<file path="config.mk">
export PLATFORM = sky130hd
export DESIGN_NAME = free_list_slot_allocator
export DESIGN_NICKNAME = d
export VERILOG_FILES = /design/src/hw/rtl/fla_pkg.sv /design/src/hw/rtl/fla_ctrl.sv /design/src/hw/rtl/fla_dp.sv /design/src/hw/rtl/free_list_slot_allocator.sv
export SDC_FILE = /design/constraint.sdc
export NUM_CORES = 1
export LEC_CHECK = 0
export BUFFER_PORTS_ARGS = -buffer_cell sky130_fd_sc_hd__buf_4
export CORE_MARGIN = 3
export CORE_UTILIZATION = 40
export CTS_CLUSTER_DIAMETER = 50
export DETAILED_ROUTE_END_ITERATION = 10
export HOLD_SLACK_MARGIN = 0.12
export SLEW_MARGIN = 20
export SYNTH_ARGS = -nofsm -noshare
export SYNTH_HDL_FRONTEND = slang
export SYNTH_SLANG_ARGS = --single-unit
export TNS_END_PERCENT = 1
</file>
<file path="constraint.sdc">
create_clock -name clk -period 4.1 [get_ports clk]
set_input_delay 0.615 -clock clk [delete_from_list [all_inputs] [get_ports clk]]
set_output_delay 0.615 -clock clk [all_outputs]
set_load 0.01 [all_outputs]
</file>
<file path="src/hw/rtl/fla_pkg.sv">
`default_nettype none
// ----------------------------------------------------------------------------
// fla_pkg: shared types and constants of the free-list slot allocator
// Pool size, field widths, request/response transaction layouts and the
// codes that travel on the command and status fields.
// ----------------------------------------------------------------------------
package fla_pkg;

    // Pool geometry
    localparam int SLOTS    = 64;
    localparam int IDX_W    = (SLOTS > 1) ? $clog2(SLOTS) : 1;
    localparam int CNT_W    = $clog2(SLOTS + 1);

    // Field widths of the transactions
    localparam int CMD_W    = 1;
    localparam int HANDLE_W = 8;
    localparam int STATUS_W = 2;
    localparam int SLOT_W   = 6;
    localparam int INUSE_W  = 7;

    typedef enum logic [CMD_W-1:0] {
        CMD_ALLOC = 1'b0,
        CMD_FREE  = 1'b1
    } cmd_t;

    typedef enum logic [STATUS_W-1:0] {
        ST_ALLOCATED = 2'd0,
        ST_EMPTY     = 2'd1,
        ST_FREED     = 2'd2,
        ST_FOREIGN   = 2'd3
    } status_t;

    typedef struct packed {
        cmd_t                cmd;
        logic [HANDLE_W-1:0] handle;
    } req_t;

    typedef struct packed {
        status_t            status;
        logic [SLOT_W-1:0]  slot;
        logic [INUSE_W-1:0] in_use;
    } rsp_t;

    // Controller to datapath commands
    typedef struct packed {
        logic load;   // capture request, read link entry of current head
        logic exec;   // update list and count, load response register
    } ctl_t;

endpackage : fla_pkg
`default_nettype wire

</file>
<file path="src/hw/rtl/fla_ctrl.sv">
`default_nettype none
// ----------------------------------------------------------------------------
// fla_ctrl: request sequencer
// Two-state machine (accept/read, then execute) plus the response valid
// flag; issues load and exec commands to the datapath.
// ----------------------------------------------------------------------------
module fla_ctrl (
    input  wire logic        clk,
    input  wire logic        rst_n,
    input  wire logic        req_valid,
    output logic             req_ready,
    output logic             rsp_valid,
    input  wire logic        rsp_ready,
    output fla_pkg::ctl_t    ctl
);
    import fla_pkg::*;

    typedef enum logic [1:0] {
        S_IDLE = 2'b01,
        S_EXEC = 2'b10
    } state_t;

    state_t state_reg;
    state_t state_next;
    logic   rsp_valid_reg;
    logic   rsp_valid_next;
    logic   take;

    // Response register is free now or drains this cycle
    assign req_ready = (state_reg == S_IDLE) && (!rsp_valid_reg || rsp_ready);
    assign take      = req_valid && req_ready;
    assign ctl.load  = take;
    assign ctl.exec  = (state_reg == S_EXEC);
    assign rsp_valid = rsp_valid_reg;

    // Next state
    always_comb
    begin
        state_next = state_reg;
        unique case (state_reg)
            S_IDLE:
            begin
                if (take)
                    state_next = S_EXEC;
            end
            S_EXEC:  state_next = S_IDLE;
            default: state_next = S_IDLE;
        endcase
    end

    // Response valid: set on execute, cleared when taken
    always_comb
    begin
        rsp_valid_next = rsp_valid_reg;
        if (rsp_valid_reg && rsp_ready)
            rsp_valid_next = 1'b0;
        if (ctl.exec)
            rsp_valid_next = 1'b1;
    end

    always_ff @(posedge clk or negedge rst_n)
    begin
        if (!rst_n)
        begin
            state_reg     <= S_IDLE;
            rsp_valid_reg <= 1'b0;
        end
        else
        begin
            state_reg     <= state_next;
            rsp_valid_reg <= rsp_valid_next;
        end
    end

endmodule : fla_ctrl
`default_nettype wire

</file>
<file path="src/hw/rtl/fla_dp.sv">
`default_nettype none
// ----------------------------------------------------------------------------
// fla_dp: free-list datapath
// Head pointer, allocated count, link memory with per-entry written bits
// (unwritten entries read as their reset link) and the response register.
// ----------------------------------------------------------------------------
module fla_dp (
    input  wire logic          clk,
    input  wire logic          rst_n,
    input  wire fla_pkg::ctl_t ctl,
    input  wire fla_pkg::req_t req,
    output fla_pkg::rsp_t      rsp
);
    import fla_pkg::*;

    localparam int LW = IDX_W + 1;   // link word: {valid, index}

    // Link memory (no reset) and its written flags
    logic [LW-1:0]    link_mem [SLOTS];
    logic [SLOTS-1:0] written_reg;

    // Captured request and registered link read
    cmd_t                cmd_reg;
    logic [HANDLE_W-1:0] handle_reg;
    logic [LW-1:0]       rd_word_reg;
    logic                rd_written_reg;

    // List state
    logic [IDX_W-1:0] head_reg;
    logic [IDX_W-1:0] head_next;
    logic             head_vld_reg;
    logic             head_vld_next;
    logic [CNT_W-1:0] cnt_reg;
    logic [CNT_W-1:0] cnt_next;

    rsp_t rsp_reg;
    rsp_t rsp_next;

    logic             free_hit;
    logic             alloc_hit;
    logic [IDX_W-1:0] wr_addr;
    logic [IDX_W-1:0] pop_idx;
    logic             pop_vld;

    assign free_hit  = (cmd_reg == CMD_FREE)
                       && ((HANDLE_W + 1)'(handle_reg) < (HANDLE_W + 1)'(SLOTS));
    assign alloc_hit = (cmd_reg == CMD_ALLOC) && head_vld_reg;
    assign wr_addr   = handle_reg[IDX_W-1:0];

    // Successor of the head: stored link, or the reset link if never written
    always_comb
    begin
        if (rd_written_reg)
        begin
            pop_idx = rd_word_reg[IDX_W-1:0];
            pop_vld = rd_word_reg[IDX_W];
        end
        else
        begin
            pop_idx = head_reg + IDX_W'(1);
            pop_vld = (head_reg != IDX_W'(SLOTS - 1));
        end
    end

    // List update and response
    always_comb
    begin
        head_next     = head_reg;
        head_vld_next = head_vld_reg;
        cnt_next      = cnt_reg;
        rsp_next      = '0;
        if (alloc_hit)
        begin
            head_next       = pop_idx;
            head_vld_next   = pop_vld;
            if (cnt_reg != CNT_W'(SLOTS))
                cnt_next = cnt_reg + CNT_W'(1);
            rsp_next.status = ST_ALLOCATED;
            rsp_next.slot   = SLOT_W'(head_reg);
        end
        else if (free_hit)
        begin
            head_next       = wr_addr;
            head_vld_next   = 1'b1;
            if (cnt_reg != '0)
                cnt_next = cnt_reg - CNT_W'(1);
            rsp_next.status = ST_FREED;
        end
        else if (cmd_reg == CMD_ALLOC)
            rsp_next.status = ST_EMPTY;
        else
            rsp_next.status = ST_FOREIGN;
        rsp_next.in_use = INUSE_W'(cnt_next);
    end

    // Link memory: push writes on execute, head read on accept
    always_ff @(posedge clk)
    begin
        if (ctl.exec && free_hit)
            link_mem[wr_addr] <= {head_vld_reg, head_reg};
        if (ctl.load)
            rd_word_reg <= link_mem[head_reg];
    end

    // Payload registers
    always_ff @(posedge clk)
    begin
        if (ctl.load)
        begin
            cmd_reg    <= req.cmd;
            handle_reg <= req.handle;
        end
        if (ctl.exec)
            rsp_reg <= rsp_next;
    end

    // Control state
    always_ff @(posedge clk or negedge rst_n)
    begin
        if (!rst_n)
        begin
            written_reg    <= '0;
            rd_written_reg <= 1'b0;
            head_reg       <= '0;
            head_vld_reg   <= 1'b1;
            cnt_reg        <= '0;
        end
        else
        begin
            if (ctl.load)
                rd_written_reg <= written_reg[head_reg];
            if (ctl.exec)
            begin
                if (free_hit)
                    written_reg[wr_addr] <= 1'b1;
                head_reg     <= head_next;
                head_vld_reg <= head_vld_next;
                cnt_reg      <= cnt_next;
            end
        end
    end

    assign rsp = rsp_reg;

endmodule : fla_dp
`default_nettype wire

</file>
<file path="src/hw/rtl/free_list_slot_allocator.sv">
`default_nettype none
// ----------------------------------------------------------------------------
// free_list_slot_allocator: LIFO linked free-list slot allocator
// Allocate pops the head slot, free pushes an in-pool handle; one response
// per request with status, slot and the allocated count.
//
//   Channel | Direction | Handshake            | Payload
//   req     | in        | req_valid/req_ready  | fla_pkg::req_t {cmd, handle}
//   rsp     | out       | rsp_valid/rsp_ready  | fla_pkg::rsp_t {status, slot, in_use}
//
// A request is accepted together with a link memory read, then the list
// update loads the response register. A new request is not accepted until
// the previous one has executed, as each request makes a single synchronous
// read of the link memory. Response becomes valid once the execute state
// has loaded the response register; the next request is accepted at the
// edge that takes it or later. Reset clears head, count and written flags at
// once; no clearing pass. A stalled response blocks the next acceptance.
// ----------------------------------------------------------------------------
module free_list_slot_allocator (
    input  wire logic          clk,
    input  wire logic          rst_n,
    input  wire logic          req_valid,
    output logic               req_ready,
    input  wire fla_pkg::req_t req,
    output logic               rsp_valid,
    input  wire logic          rsp_ready,
    output fla_pkg::rsp_t      rsp
);
    import fla_pkg::*;

    ctl_t ctl;

    fla_ctrl u_ctrl (
        .clk       (clk),
        .rst_n     (rst_n),
        .req_valid (req_valid),
        .req_ready (req_ready),
        .rsp_valid (rsp_valid),
        .rsp_ready (rsp_ready),
        .ctl       (ctl)
    );

    fla_dp u_dp (
        .clk   (clk),
        .rst_n (rst_n),
        .ctl   (ctl),
        .req   (req),
        .rsp   (rsp)
    );

endmodule : free_list_slot_allocator
`default_nettype wire

</file>
# After elaboration in Yosys (flattened, before gate mapping)

Memory sizes are Yosys's and may differ from the RTL's. A register that Yosys moved wholly into a read port is not among the register bits.
Index checks and enable logic that the tools add are counted.

Magnitude comparators: 4
Equal/unequal tests: 5
Mux-type cells: 22
Reductions and logical operators: 15
Add/subtract/negate cells: 3
Bitwise logic cells: 2

Operators by type and width:

| operator              | count |
|---|---|
| $or A64 B64 Y64       | 1 |
| $mux W7               | 4 |
| $mux W6               | 3 |
| $lt A6 B7 Y1 const B  | 2 |
| $mux W1               | 9 |
| $lt A8 B7 Y1 const B  | 1 |
| $mux W2               | 4 |
| $add A7 B1 Y7 const B | 1 |
| $logic_and A1 B1 Y1   | 7 |
| $ne A7 B7 Y1 const B  | 1 |
| $reduce_bool A7 Y1    | 1 |
| $sub A7 B1 Y7 const B | 1 |
| $add A6 B1 Y6 const B | 1 |
| $bmux W1 S6           | 1 |
| $demux W1 S6          | 1 |
| $ge A6 B1 Y1 const B  | 1 |
| $ne A6 B6 Y1 const B  | 1 |
| $reduce_and A2 Y1     | 2 |
| $reduce_bool A2 Y1    | 2 |
| $eq A2 B1 Y1 const B  | 1 |
| $eq A2 B2 Y1 const B  | 1 |
| $ne A2 B1 Y1 const B  | 1 |
| $reduce_or A2 Y1      | 1 |
| $logic_not A1 Y1      | 1 |
| 2 further kinds       | 2 |

Register bits: 106
Bits in writable memories: 448
Memories kept: 1
Logic and storage cells: 65

Memories:

| memory        | depth | bits a word | rd ports | clocked after Yosys merged registers in | write ports | RTL line     | source |
|---|---|---|---|---|---|---|---|
| u_dp.link_mem | 64    | 7           | 1        | 1                                       | 1           | fla_dp.sv:19 | `logic [LW-1:0] link_mem [SLOTS];` |

# Depth between registers and ports, before layout

Gate-level depths: netlist (run 1).

Depth in word-level cells: 6
Gate-level depth with buffers: 9
Mapped depth without buffers: 7

# Modules after synthesis

Synthesis (run 1) repeated with hierarchy kept, for this count alone.

Cell total of the unflattened synthesis: 1167
Area, all modules: 22252.6 um^2

By module, submodules not included:

| module   | area each (um^2) | cells each | times used |
|---|---|---|---|
| fla_dp   | 22101.2          | 1154       | 1 |
| fla_ctrl | 151.4            | 13         | 1 |

# Least setup slack after synthesis (run 1)

OpenSTA, ideal clock, no wires.

Kind: reg-to-reg
Start: reg u_dp.head_reg[0]
End: reg u_dp.rd_word_reg[2], read port of u_dp.link_mem (data pin)
Arrival time: 2.811 ns
Cell stages (with the launch flop): 7
Setup slack: 1.030 ns
Required time: 3.841 ns
Cells stage by stage: dfrtp_1 buf_4 buf_4 mux4_2 mux4_2 a22oi_1 nand2_1

RTL lines:

| item                   | RTL line      | source |
|---|---|---|
| from (decl)            | fla_dp.sv:29  | `logic [IDX_W-1:0] head_reg;` |
| from (signal assigned) | fla_dp.sv:136 | `head_reg <= head_next;` |
| to (decl)              | fla_dp.sv:25  | `logic [LW-1:0] rd_word_reg;` |

==> results of run 1 <==
## report_power, final
part | switching, uW | internal, uW | total (uW)
Combinational | 2120 | 1740 | 3870
Clock | 2220 | 2890 | 5100
Sequential | 473 | 7020 | 7490
Total | 4820 | 11600 | 16500
## metal layers
metal	vias up	routed length [um]	GRT usage, %
met5	-	0	0
met4	0	1240	4.78
met3	78	3230	3.81
met2	384	22500	25.9
met1	5717	21500	24.9
li1	4656	-	-
## area by class of cell
| type | count | area, um2 | share of cell area (%) |
|---|---|---|---|
| clock buffer | 80 | 1640 | 6.47 |
| clock inverter | 33 | 249 | 0.984 |
| inverter | 8 | 30.0 | 0.119 |
| multi-input combinational | 496 | 5360 | 21.2 |
| sequential | 561 | 16500 | 65.0 |
| tap | 739 | 925 | 3.65 |
| timing repair buffer | 71 | 656 | 2.59 |
## placed cells by master (no fill, tap or decap), types with 3 or more instances in the layout
cell and instances:
buf_12 8, a31oi_1 9, a21oi_1 20, nand3_1 13, buf_4 61, a22oi_1 19, o22ai_1 6, clkinv_2 15
dfrtp_1 74, clkbuf_16 60, xnor2_1 5, nand3b_1 3, dfrtp_4 4, inv_6 5, o21ai_0 6, clkbuf_8 6
clkbuf_1 14, inv_1 7, edfxtp_1 479, nor3_1 3, nor2b_1 15, mux2_2 6, mux2i_1 20, nor2_1 84
nor3b_1 3, nand2_1 29, nand2b_1 3, mux4_2 146, clkinvlp_4 3, or2_2 66, ha_1 3, a211oi_1 5
clkinv_1 6, and2_1 10
## final timing paths
path                                              to                 start  cells after the start
worst min register to register  u_dp.written_reg[14]  u_dp.written_reg[14]                      1
worst min-delay path              u_dp.handle_reg[6]                req[6]                      1
min in group asynchronous           u_ctrl.rsp_valid                 rst_n                      2
worst max register to register   u_dp.rd_word_reg[2]      u_dp.head_reg[0]                      6
worst max-delay path             u_dp.rd_word_reg[2]      u_dp.head_reg[0]                      6
max in group asynchronous       u_dp.written_reg[12]                 rst_n                      4
## through the flow
step                cell area (um2)  hold WS (ns)  utilization, %  setup WS (ns)  instances
CTS                           25300         0.140            46.5          0.803       1986
global placement              23400         0.443            43.0          0.837       1873
detailed placement            23400         0.451            43.0          0.820       1873
finish                        25300         0.177            46.6          0.836       1988
global route                  25300         0.146            46.6          0.605       1988
floorplan                     22200         0.319               -           1.03       1126
## kinds of logic after synthesis
| family | count (synthesis) | synth area share (%) |
|---|---|---|
| flip-flops | 561 | 74.2 |
| AND/OR/NAND/NOR | 238 | 5.45 |
| multiplexers | 172 | 16.0 |
| AO/OA/AOI/OAI | 76 | 2.24 |
| buffers and inverters | 69 | 1.62 |
| XOR/XNOR | 7 | 0.277 |
| adder cells (fa/ha/maj) | 3 | 0.169 |
## critical path, delay by kind of cell (launching register included)
family	cells	cell delay [ns]
AO/OA/AOI/OAI	1	0.36
buffers and inverters	2	0.56
flip-flops	1	0.91
multiplexers	2	1.01
AND/OR/NAND/NOR	1	0.10
==> reports/metrics.yaml, run 1 <==
status: "completed"
io_pins: 30
critPathSlowestCell: "dfrtp_4"
gr-total-overflow: 0
drive_gt1_share_pct: 31.5
dr_total_vias: 10800
required_ns: 4.46
ys.flop_type: "edfxtp_1"
p_total_uw: 16500
clock_latency_ns: 0.62
synth_top_area_share_pct: 64.9
cts_buffers: 60
root_buffer: "clkbuf_16"
synth_area_leaders: "edfxtp_1 65%, mux4_2 15%, dfrtp_1 9.0%"
synth_top_area_cell: "edfxtp_1"
cap_violations: 0
cts_sinks: 561
cts_hold_repair.buffers: 0
crit_fanout: 39
final-hold-violation-count: 0
place_hpwl_mm: 29.1
wl_mm: 48.5
cts_tree: "done"
antenna_found_initial: 0
ys_ff_latch: 561
netlist_area_um2: 22200
core-area_um2: 54300
async_flop_share_pct: 14.6
r2r_slack_ns: 0.84
path_class: "reg2reg"
worst_slew_pin_slew_ns: 1.10
cp_cell_sequence: "buf_12, buf_12, mux4_2, mux4_2, a22oi_1, nand2_1"
power.leakage_uw: 0.00859
synth_edf_count: 479
synth_cell_type_count: 48
max_stage_delay_ns: 0.91
ys_seq_area_share_pct: 74.2
fin_nets: 1214
cts.reportedPaths.clkPinSlew_ns: 0.06
initial_utilization_pct: 40.8
die_h_um: 241
finalCritPeriodShare_pct: 79.6
yosysMostFrequentCell: "edfxtp_1"
ctsHtreeMaxLevel: 2
detail-route-antenna-nets: 0
rsz0062_at_grt: "no"
cp-end-kind: "register"
slew_violations: 0
syn-num-nets: 1142
fmax_mhz: 306
grt_pass1_vias: 11000
syn_inst: 1126
setup_tns_ns: 0
grt_usage_pct: 17.0
fill_cells: 4516
syn2layout_area_growth_pct: 14.2
gp_congestion: 0.820
power_density_nw_per_um2: 650
arrival_ns: 3.62
yosysWarningCount: 0
dieArea_um2: 58300
die-width_um: 241
start_kind: "register"
cts_resized: 0
drtIter0Drc: 998
drt_pass1_iterations: 5
diodes: 0
portBuffers: 29
yosys-top-cells-count: "479 x edfxtp_1, 146 x mux4_2, 84 x nor2_1"
grt_max_degree: 68
setup_viol: 0
drc: 0
ctsLongestPathBuffers: 3
irDropWorstVdd_uv: 347
finClkSkew_ns: 0.0260
viasPerCell: 5.45
grt_pass1_wl_mm: 72.8
wl_per_cell_um: 24.4
fin_crit_ns: 3.26
hold_class: "in2reg"
largest_register_ffs: 448
rows: 85
avgSynthCellArea_um2: 19.7
max_slew_margin_pct: 26.6
cts_setup_buffers: 0
Note: power is estimated with default switching activity, not from simulation.
==> inputs of run 2 (changes only) <==
clock period = 2.8 ns   (was 4.1 ns; I/O delays follow)
==> reports/metrics.yaml, run 2 (synthesis gave the netlist of run 1 again) <==
status: "completed"
gp_congestion: 0.800
setup_viol: 0
fmax_mhz: 364
dp_slack_ns: -0.0484
placed_cell_area_um2: 24100
cts_buffers: 60
cts_tree: "done"
wl_mm: 48.9
cts_sinks: 561
required_ns: 3.15
drc: 0
finalNonFillerCells: 2082
irDropWorstVdd_uv: 489
power.leakage_uw: 0.00921
hold_class: "in2reg"
arrival_ns: 3.10
diodes: 0
detail-route-antenna-nets: 0
crit_fanout: 23
cp-end-kind: "register"
portBuffers: 29
grt_usage_pct: 17.1
core-area_um2: 54300
drtIter0Drc: 882
grt_max_degree: 83
place_hpwl_mm: 31.1
fin_crit_ns: 2.75
fin_nets: 1309
dieArea_um2: 58300
r2r_start: "u_dp.head_reg[0]"
rsz0062_at_grt: "yes"
min-delay-start: "rsp_ready"
fill_cells: 4413
viasPerCell: 5.31
path_class: "reg2reg"
finalCritPeriodShare_pct: 98.2
finClkSkew_ns: 0.0294
grt_pass1_vias: 11300
grt_pass1_wl_mm: 73.3
critPathSlowestCell: "mux4_2"
final-hold-violation-count: 0
drive_gt1_share_pct: 36.0
io_pins: 30
drt_pass1_iterations: 5
seq_area_um2: 16500
cts.reportedPaths.clkPinSlew_ns: 0.06
initial_utilization_pct: 40.8
gr-total-overflow: 0
p_switching_uw: 7220
start_kind: "register"
clock_latency_ns: 0.62
layout_common_cells: "479 x edfxtp_1, 146 x mux4_2, 143 x buf_4, 84 x nor2_1, 74 x dfrtp_1"
post-route-cell-area_um2: 26400
layout.cells.most_common: "edfxtp_1"
die_h_um: 241
antenna_found_initial: 0
comb_power_share_pct: 23.9
holdPathStages: 3
syn2layout_area_growth_pct: 19.0
cp_cell_sequence: "buf_12, buf_12, mux4_2, mux4_2, a22oi_2, nand2_1"
multi_input_area_um2: 5380
max_slew_margin_pct: 34.3
p_total_uw: 25600
rows: 85
root_buffer: "clkbuf_16"
internal_power_uw: 18300
die-width_um: 241
reg2reg_depth: 6
dr_total_vias: 11100
placed_cells: 1959
wl_per_cell_um: 23.5
fin_hold_ws_ns: 0.216
p_clk_share_pct: 33.4
seqPwrFrac_pct: 42.7
worst_slew_pin_slew_ns: 0.985
ctsLongestPathBuffers: 3
ctsHtreeMaxLevel: 2
swShare_pct: 28.2
cap_violations: 0
power_density_nw_per_um2: 969
fin_ws_ns: 0.0515
slew_violations: 0
max_stage_delay_ns: 0.58
largest_register_ffs: 448
crit_start: "u_dp.head_reg[0]"
==> run 2: final cells by class <==
| cell class | instances | area share [%] |
|---|---|---|
| sequential | 561 | 62.4 |
| timing repair buffer | 166 | 5.40 |
| clock buffer | 75 | 6.10 |
| clock inverter | 37 | 2.10 |
| multi-input combinational | 496 | 20.4 |
| tap | 739 | 3.51 |
| inverter | 8 | 0.114 |
==> run 2: what timing repair did <==
action / CTS / global route
endpoints found under the setup margin: 3 / 2
hold endpoints to repair: 90 / 0
hold buffers: 11 / 0
buffers inserted: 0 / 0
pin swaps: 0 / 0
resized for setup: 3 / 1
==> run 2: critical path: cells and delay by family, from the launching register on <==
kind,cells,cell delay [ns]
flip-flops,1,0.54
AO/OA/AOI/OAI,1,0.26
multiplexers,2,1.14
AND/OR/NAND/NOR,1,0.09
buffers and inverters,2,0.43
==> run 2: power groups by stage <==
stage / Clock [uW] / Combinational (uW) / Sequential, uW
6_report: 8540 / 6110 / 10900
5_1_grt: 9060 / 6570 / 10900
4_1_cts: 8720 / 6210 / 10900
3_5_place_dp: 0 / 6160 / 11100
3_3_place_gp: 0 / 6040 / 11100
2_1_floorplan: 0 / 3900 / 11000
==> run 2: metrics by stage <==
stage | setup TNS [ns] | util, %
floorplan | 0 | -
global placement | -0.0860 | 44.3
detailed placement | -0.101 | 44.3
CTS | 0 | 48.5
global route | -0.0183 | 48.5
finish | 0 | 48.5
==> run 2: layer usage <==
metal  global-route usage (%)  vias up  share of wire (%)
li1                         -     4850                  -
met5                        0        -                  0
met3                     3.81       78                5.2
met4                     5.32        0                2.8
met2                     26.7      274                 47
met1                     24.3     5859                 45
==> run 2: path summary, 6_finish.rpt <==
path / endpoint / slack (ns)
worst max register to register: u_dp.rd_word_reg[6] / 0.05
min in group asynchronous: u_dp.written_reg[53] / 0.39
worst min register to register: u_dp.written_reg[62] / 0.46
worst min-delay path: u_ctrl.rsp_valid / 0.22
worst max-delay path: u_dp.rd_word_reg[6] / 0.05
max in group asynchronous: u_dp.head_reg[0] / 1.98
